File: src/rtl/filename_to_fcb_parser_assert.svh
// assertion macros for the 8.3 filename parser
`ifndef FILENAME_TO_FCB_PARSER_ASSERT_SVH
`define FILENAME_TO_FCB_PARSER_ASSERT_SVH

// same-cycle implication, checked outside reset
`define FCB_ASSERT_NOW(lbl, ante, cons) \
  lbl: assert property (@(posedge clk) disable iff (!rst_n) (ante) |-> (cons)) \
    else $error("fcb same-cycle check failed");

// next-cycle implication, checked outside reset
`define FCB_ASSERT_NEXT(lbl, ante, cons) \
  lbl: assert property (@(posedge clk) disable iff (!rst_n) (ante) |=> (cons)) \
    else $error("fcb next-cycle check failed");

`endif

File: src/rtl/fcb_pkg.sv
// shared types, constants and helper functions of the 8.3 filename parser
`default_nettype none

package fcb_pkg;

  localparam int NAME_LEN   = 8;
  localparam int TYPE_LEN   = 3;
  localparam int NAME_SLOTS = 8;
  localparam int TYPE_SLOTS = 3;
  localparam int POS_W      = 4;

  localparam logic [7:0] CH_NUL   = 8'h00;
  localparam logic [7:0] CH_SPACE = 8'h20;
  localparam logic [7:0] CH_QMARK = 8'h3F;
  localparam logic [7:0] CH_STAR  = 8'h2A;
  localparam logic [7:0] CH_DOT   = 8'h2E;
  localparam logic [7:0] CH_COMMA = 8'h2C;
  localparam logic [7:0] CH_SEMI  = 8'h3B;
  localparam logic [7:0] CH_COLON = 8'h3A;
  localparam logic [7:0] CH_EQUAL = 8'h3D;
  localparam logic [7:0] CH_APOS  = 8'h27;
  localparam logic [7:0] CH_QUOTE = 8'h22;

  typedef enum logic [1:0] {
    PH_NAME = 2'd0,
    PH_SKIP = 2'd1,
    PH_TYPE = 2'd2,
    PH_DONE = 2'd3
  } phase_t;

  typedef struct packed {
    logic [7:0] ch;
    logic       last;
  } fcb_word_t;

  typedef struct packed {
    logic [8*NAME_SLOTS-1:0] name_field;
    logic [8*TYPE_SLOTS-1:0] type_field;
    logic                    ok;
  } fcb_result_t;

  function automatic logic legal_byte(input logic [7:0] c);
    logic bad;
    bad = (c <= CH_SPACE) || (c == CH_COMMA) || (c == CH_SEMI) || (c == CH_COLON) ||
          (c == CH_EQUAL) || (c == CH_APOS) || (c == CH_QUOTE);
    return !bad;
  endfunction

  function automatic logic ends_parse(input logic [7:0] c);
    return (c == CH_NUL) || (c == CH_SPACE);
  endfunction

endpackage

`default_nettype wire

File: src/rtl/fcb_in_stage.sv
// input register stage of the 8.3 filename parser
`default_nettype none

module fcb_in_stage
  import fcb_pkg::*;
(
  input  wire logic      clk,
  input  wire logic      rst_n,
  input  wire logic      in_valid,
  output logic           in_ready,
  input  wire logic [7:0] in_ch,
  input  wire logic      in_last,
  input  wire logic      adv,
  output fcb_word_t      word_q,
  output logic           word_valid
);

  logic      valid_r;
  fcb_word_t word_r;

  assign in_ready   = !valid_r || adv;
  assign word_q     = word_r;
  assign word_valid = valid_r;

  always_ff @(posedge clk) begin
    if (!rst_n) begin
      valid_r <= 1'b0;
    end else if (in_valid && in_ready) begin
      valid_r <= 1'b1;
    end else if (adv) begin
      valid_r <= 1'b0;
    end
  end

  always_ff @(posedge clk) begin
    if (in_valid && in_ready) begin
      word_r.ch   <= in_ch;
      word_r.last <= in_last;
    end
  end

endmodule

`default_nettype wire

File: src/rtl/fcb_parser.sv
// parse state and per-byte update logic of the 8.3 filename parser
`default_nettype none

module fcb_parser
  import fcb_pkg::*;
(
  input  wire logic  clk,
  input  wire logic  rst_n,
  input  wire logic  fire,
  input  wire fcb_word_t word,
  output fcb_result_t res,
  output logic       res_load
);

  phase_t             phase_r, phase_nxt;
  logic [POS_W-1:0]   pos_r, pos_nxt, pos_inc;
  logic               failed_r, failed_nxt;
  logic [7:0]         name_r [NAME_SLOTS];
  logic [7:0]         name_nxt [NAME_SLOTS];
  logic [7:0]         type_r [TYPE_SLOTS];
  logic [7:0]         type_nxt [TYPE_SLOTS];
  logic [7:0]         c;

  assign c        = word.ch;
  assign pos_inc  = pos_r + 1'b1;
  assign res_load = fire && word.last;

  always_comb begin
    phase_nxt  = phase_r;
    pos_nxt    = pos_r;
    failed_nxt = failed_r;
    name_nxt   = name_r;
    type_nxt   = type_r;
    if (fire && !failed_r) begin
      unique case (phase_r)
        PH_SKIP: begin
          if (ends_parse(c)) begin
            phase_nxt = PH_DONE;
          end else if (c == CH_DOT) begin
            phase_nxt = PH_TYPE;
            pos_nxt   = '0;
          end
        end
        PH_NAME: begin
          priority if (ends_parse(c)) begin
            phase_nxt = PH_DONE;
          end else if (c == CH_DOT) begin
            phase_nxt = PH_TYPE;
            pos_nxt   = '0;
          end else if (c == CH_STAR) begin
            for (int k = 0; k < NAME_LEN; k++) begin
              if (POS_W'(k) >= pos_r) name_nxt[k] = CH_QMARK;
            end
            phase_nxt = PH_SKIP;
          end else if (!legal_byte(c)) begin
            failed_nxt = 1'b1;
          end else begin
            for (int k = 0; k < NAME_LEN; k++) begin
              if (POS_W'(k) == pos_r) name_nxt[k] = c;
            end
            pos_nxt = pos_inc;
            if (pos_inc >= POS_W'(NAME_LEN)) phase_nxt = PH_SKIP;
          end
        end
        PH_TYPE: begin
          priority if (ends_parse(c)) begin
            phase_nxt = PH_DONE;
          end else if (c == CH_DOT) begin
            failed_nxt = 1'b1;
          end else if (c == CH_STAR) begin
            for (int k = 0; k < TYPE_LEN; k++) begin
              if (POS_W'(k) >= pos_r) type_nxt[k] = CH_QMARK;
            end
            phase_nxt = PH_DONE;
          end else if (!legal_byte(c)) begin
            failed_nxt = 1'b1;
          end else begin
            for (int k = 0; k < TYPE_LEN; k++) begin
              if (POS_W'(k) == pos_r) type_nxt[k] = c;
            end
            pos_nxt = pos_inc;
            if (pos_inc >= POS_W'(TYPE_LEN)) phase_nxt = PH_DONE;
          end
        end
        PH_DONE: begin
        end
      endcase
    end
  end

  // pack the updated fields, first byte in the top lane
  always_comb begin
    res = '0;
    res.ok = !failed_nxt;
    if (!failed_nxt) begin
      for (int k = 0; k < NAME_SLOTS; k++) begin
        res.name_field[8*(NAME_SLOTS-1-k) +: 8] = name_nxt[k];
      end
      for (int k = 0; k < TYPE_SLOTS; k++) begin
        res.type_field[8*(TYPE_SLOTS-1-k) +: 8] = type_nxt[k];
      end
    end
  end

  always_ff @(posedge clk) begin
    if (!rst_n || res_load) begin
      phase_r  <= PH_NAME;
      pos_r    <= '0;
      failed_r <= 1'b0;
      for (int k = 0; k < NAME_SLOTS; k++) name_r[k] <= CH_SPACE;
      for (int k = 0; k < TYPE_SLOTS; k++) type_r[k] <= CH_SPACE;
    end else begin
      phase_r  <= phase_nxt;
      pos_r    <= pos_nxt;
      failed_r <= failed_nxt;
      name_r   <= name_nxt;
      type_r   <= type_nxt;
    end
  end

endmodule

`default_nettype wire

File: src/rtl/fcb_out_stage.sv
// result register stage of the 8.3 filename parser
`default_nettype none

module fcb_out_stage
  import fcb_pkg::*;
(
  input  wire logic   clk,
  input  wire logic   rst_n,
  input  wire logic   res_load,
  input  wire fcb_result_t res,
  output logic        out_valid,
  input  wire logic   out_ready,
  output logic [8*NAME_SLOTS-1:0] out_name_field,
  output logic [8*TYPE_SLOTS-1:0] out_type_field,
  output logic        out_ok
);

  logic        valid_r;
  fcb_result_t res_r;

  assign out_valid      = valid_r;
  assign out_name_field = res_r.name_field;
  assign out_type_field = res_r.type_field;
  assign out_ok         = res_r.ok;

  always_ff @(posedge clk) begin
    if (!rst_n) begin
      valid_r <= 1'b0;
    end else if (res_load) begin
      valid_r <= 1'b1;
    end else if (out_ready) begin
      valid_r <= 1'b0;
    end
  end

  always_ff @(posedge clk) begin
    if (res_load) begin
      res_r <= res;
    end
  end

endmodule

`default_nettype wire

File: src/rtl/filename_to_fcb_parser.sv
// top level of the 8.3 filename parser
// usage:
//   in_ch/in_last arrive one word per cycle on a valid/ready channel; each word
//   is one upper-case filename byte, in_last marks the final byte of an argument
//   out_name_field/out_type_field/out_ok leave on a valid/ready channel, one
//   word per argument, produced by the byte marked last
//   order: a byte is registered on entry and parsed from that register; out_valid
//   for a last byte rises as the result register takes the parsed fields
//   throughput: one byte per cycle while no last byte is held back, set by the
//   single input register feeding the parse logic and the result register
//   stall: while a result waits in the output register, non-last bytes keep
//   flowing; a last byte holds in the input register until the result is taken
//   reset: rst_n low for one cycle empties both registers and returns the
//   parse state to the name phase with space-filled fields; no clearing pass
`default_nettype none

module filename_to_fcb_parser
  import fcb_pkg::*;
(
  input  wire logic       clk,
  input  wire logic       rst_n,
  input  wire logic       in_valid,
  output logic            in_ready,
  input  wire logic [7:0] in_ch,
  input  wire logic       in_last,
  output logic            out_valid,
  input  wire logic       out_ready,
  output logic [63:0]     out_name_field,
  output logic [23:0]     out_type_field,
  output logic            out_ok
);

`include "filename_to_fcb_parser_assert.svh"

  fcb_word_t   word_q;
  logic        word_valid;
  logic        adv;
  logic        res_load;
  fcb_result_t res;

  // a last byte needs the result register free or draining
  assign adv = word_valid && (!word_q.last || !out_valid || out_ready);

  fcb_in_stage u_in (
    .clk        (clk),
    .rst_n      (rst_n),
    .in_valid   (in_valid),
    .in_ready   (in_ready),
    .in_ch      (in_ch),
    .in_last    (in_last),
    .adv        (adv),
    .word_q     (word_q),
    .word_valid (word_valid)
  );

  fcb_parser u_parse (
    .clk      (clk),
    .rst_n    (rst_n),
    .fire     (adv),
    .word     (word_q),
    .res      (res),
    .res_load (res_load)
  );

  fcb_out_stage u_out (
    .clk            (clk),
    .rst_n          (rst_n),
    .res_load       (res_load),
    .res            (res),
    .out_valid      (out_valid),
    .out_ready      (out_ready),
    .out_name_field (out_name_field),
    .out_type_field (out_type_field),
    .out_ok         (out_ok)
  );

  `FCB_ASSERT_NOW(a_fail_zero, out_valid && !out_ok, out_name_field == '0 && out_type_field == '0)
  `FCB_ASSERT_NOW(a_no_overwrite, res_load, !out_valid || out_ready)
  `FCB_ASSERT_NEXT(a_load_shows, res_load, out_valid)
  `FCB_ASSERT_NOW(a_held_last, word_valid && word_q.last && out_valid && !out_ready, !in_ready)

endmodule

`default_nettype wire

File: config.mk
export PLATFORM = sky130hd
export DESIGN_NAME = filename_to_fcb_parser
export DESIGN_NICKNAME = d
export VERILOG_FILES = /design/src/rtl/fcb_pkg.sv /design/src/rtl/fcb_in_stage.sv /design/src/rtl/fcb_parser.sv /design/src/rtl/fcb_out_stage.sv /design/src/rtl/filename_to_fcb_parser.sv
export VERILOG_INCLUDE_DIRS = /design/src /design/src/rtl
export SDC_FILE = /design/constraint.sdc
export NUM_CORES = 1
export LEC_CHECK = 0
export ABC_AREA = 1
export BUFFER_PORTS_ARGS = -buffer_cell sky130_fd_sc_hd__buf_2
export CORE_ASPECT_RATIO = 1.1
export CORE_MARGIN = 2
export CORE_UTILIZATION = 50
export DETAILED_ROUTE_END_ITERATION = 12
export PLACE_DENSITY = 0.71
export SLEW_MARGIN = 20
export SYNTH_ARGS = -nofsm -noshare
export SYNTH_HDL_FRONTEND = slang
export SYNTH_SLANG_ARGS = --single-unit
export TNS_END_PERCENT = 10
File: constraint.sdc
create_clock -name clk -period 3.3 [get_ports clk]
set_clock_uncertainty 0.15 [all_clocks]
set_input_delay 0.495 -clock clk [delete_from_list [all_inputs] [get_ports clk]]
set_output_delay 0.495 -clock clk [all_outputs]
set_load 0.05 [all_outputs]
==> load_flow_metrics.sql <==
INSERT INTO impl_metrics (metric_group, metric, value, unit) VALUES
('die', 'core', '17100', 'um^2'),
('yosys', 'yosys_most_used_dff', 'edfxtp_1', ''),
('power', 'clk_network_pwr_share', '38.0', '%'),
('placement', 'dp_hpwl', '13900', 'um'),
('cts', 'cts.repair_timing.setup_buffer_count', '0', ''),
('detailed_routing', 'drc', '0', ''),
('die', 'die_w', '130', 'um'),
('setup_path', 'critPathKind', 'reg2reg', ''),
('outcome', 'status', 'finished clean', ''),
('sta', 'finalSetupTns', '0', 'ps'),
('yosys', 'mappedNetlistNets', '1094', ''),
('sta', 'final_report_setup_violation_count', '0', ''),
('sta', 'timing_hold_violations_final', '0', ''),
('yosys', 'yosys.cell_types.count', '32', ''),
('setup_path', 'critPathRequiredTime', '3340', 'ps'),
('yosys', 'synth-seq-cells', '195', ''),
('yosys', 'postSynthCellCount', '1078', ''),
('setup_path', 'arrival', '2840', 'ps'),
('sta', 'rsz_0062_raised_after_global_routing', 'no', ''),
('setup_path', 'worst_path_most_repeated_cell', 'nand2_1', ''),
('cts', 'clock_latency', '440', 'ps'),
('cells_and_area', 'syn_to_final_growth', '15.2', '%'),
('power', 'internal_power', '3.75', 'mW'),
('detailed_routing', 'wirelength', '20600', 'um'),
('yosys', 'syn_avg_cell_area', '8.11', 'um^2'),
('yosys', 'number_of_flops_mapped_to_enable_cells_by_yosys', '98', ''),
('yosys', 'yosys_warnings', '0', ''),
('yosys', 'synth_top_cells_by_count', 'nand2_1, nor2_1, edfxtp_1, dfxtp_1, inv_1', ''),
('detailed_routing', 'vias', '7386', ''),
('cells_and_area', 'number_of_antenna_cells_inserted', '0', ''),
('yosys', 'synth_top_area_cell', 'edfxtp_1', ''),
('global_route', 'grt_overflow', '0', ''),
('power', 'switchingPower', '1.30', 'mW'),
('sta', 'finalWorstPathRequiredPeriod', '2810', 'ps'),
('yosys', 'yosys.cell_count.top_type', 'nand2_1', ''),
('yosys', 'post_synth_instance_area', '8740', 'um^2'),
('cts', 'cts_hold_buffers', '0', ''),
('cts', 'htree_levels', '4', ''),
('die', 'io_pins', '104', ''),
('sta', 'drv_slew', '0', ''),
('setup_path', 'cp_top_family', 'simple AND/OR/NAND/NOR gates', ''),
('detailed_routing', 'drtIter0Drc', '791', ''),
('cts', 'cts_made_buffers', '17', ''),
('yosys', 'post-synth-top-area-fraction', '33.7', '%'),
('power', 'power_per_cell_area', '501', 'nW/um^2'),
('detailed_routing', 'drt_first_pass_iters', '5', ''),
('cells_and_area', 'final_cell_count_no_fill', '1427', ''),
('placement', 'gpl.final_weighted_congestion', '0.934', ''),
('global_route', 'antenna_found_initial', '0', ''),
('flow_run', 'max_capacitance_violation_count', '0', ''),
('setup_path', 'cpMaxStageDelayCell', 'edfxtp_1', ''),
('setup_path', 'timing.critical_path.slowest_cell_delay', '660', 'ps'),
('power', 'seqPwrFrac', '52.1', '%'),
('placement', 'port_buffers', '103', ''),
('power', 'static-leakage-power', '4.43', 'nW'),
('cts', 'ctsResizeCount', '0', ''),
('yosys', 'synth_async_sr_flop_share', '0', '%'),
('sta', 'fin_crit_sh', '85.1', '%'),
('global_route', 'grt_pass1_vias', '6745', ''),
('detailed_routing', 'routedWlPerCell', '14.5', 'um'),
('setup_path', 'critical_path.startpoint_type', 'flip-flop', ''),
('placement', 'post-place-cells', '1395', ''),
('sta', 'fmax', '356', 'MHz'),
('power', 'p_comb_share', '9.8', '%'),
('global_route', 'grt_pass1_wl', '33600', 'um'),
('detailed_routing', 'post_drt_via_cell_ratio', '5.18', ''),
('cts', 'clkSinkCount', '195', ''),
('die', 'num_rows', '50', ''),
('global_route', 'grt_max_degree', '79', ''),
('setup_path', 'setup.worst_path.end_class', 'flip-flop', ''),
('global_route', 'groute.usage.overall', '23.2', '%');
==> kinds of logic (layout without fill, tap and decap cells) <==
| kind of cell | Yosys count | after routing | synth area share, % |
|---|---|---|---|
| flip-flops | 195 | 195 | 55.9 |
| AND/OR/NAND/NOR | 618 | 618 | 29.6 |
| XOR/XNOR | 1 | 1 | 0.100 |
| AO/OA/AOI/OAI | 122 | 122 | 7.14 |
| adder cells (fa/ha/maj) | 3 | 3 | 0.430 |
| buffers and inverters | 139 | 254 | 6.84 |
==> flip-flops by register name (all words and copies together), names as in the netlist <==
signal and cells:
u_in.word_q 9, u_parse.pos_r 4, u_out.out_type_field 24, u_in.word_valid 1, u_out.out_name_field 64, u_parse.name_r 64
u_out.out_ok 1, u_parse.phase_r 2, u_parse.type_r 24, u_parse.failed_r 1, u_out.out_valid 1
==> power groups by stage <==
stage	registers [mW]	logic [mW]	clock network [mW]
global placement	2.68	0.491	0
CTS	2.63	0.495	1.94
detailed placement	2.68	0.492	0
floorplan	2.77	0.269	0
global route	2.64	0.548	2.05
finish	2.63	0.497	1.92
==> final cells by class <==
| cell class | count | area [um^2] |
|---|---|---|
| clock buffer | 24 | 482 |
| clock inverter | 8 | 53.8 |
| fill | 1558 | 7010 |
| inverter | 96 | 362 |
| multi-input combinational | 744 | 3260 |
| sequential | 195 | 4880 |
| tap | 234 | 293 |
| timing repair buffer | 126 | 738 |
==> metrics by stage <==
stage          utilization [%]  hold WS (ps)  power [mW]  setup WS, ps
2_1_floorplan                -           292        3.04           121
3_3_place_gp              55.8           304        3.17           589
3_5_place_dp              55.8           311        3.18           573
4_1_cts                   59.0          66.4        5.07           557
5_1_grt                   59.0          69.8        5.23           303
6_report                  59.0          78.2        5.05           493
==> placed cells by master (no fill, tap or decap), drive strengths merged <==
master      n
nand2     344
or2         8
nand3b      1
o21ai      39
a21boi      1
buf       126
ha          3
clkbuf     24
clkinv      6
inv        97
nor3        5
nand4      13
edfxtp     98
a21oi      82
nand3      74
clkinvlp    1
nor2      173
xor2        1
dfxtp      97
==> layer usage <==
metal  track usage, %  part of all wire (%)  up-vias
met1             32.9                    46     3391
met5                0                     0        -
met4             9.45                   2.7        0
met2             35.1                    45      279
met3             4.35                   6.5       43
li1                 -                     -     3673
==> worst paths after layout <==
path	depth (start not counted)	from	endpoint	slack, ps
max	12	u_in.word_q[8]$_DFFE_PP_	u_out.out_name_field[34]$_SDFFCE_PP0P_	490
min	1	in_ch[7]	u_in.word_q[8]$_DFFE_PP_	80
max reg2reg	12	u_in.word_q[8]$_DFFE_PP_	u_out.out_name_field[34]$_SDFFCE_PP0P_	490
min reg2reg	2	u_parse.type_r[7]$_SDFF_PP0_	u_parse.type_r[7]$_SDFF_PP0_	320
==> worst register-to-register path, stage by stage (launching register included) <==
cell and delay [ps]:
edfxtp_1 660, inv_2 130, nand2_1 140, nor2_1 110, nand2_1 90, nand2_2 80
nor2_8 290, buf_4 290, nand2_1 110, nor2_2 250, nand3_1 110, nand2_1 100
nor2_1 50
(Power assumes the default switching activity.)
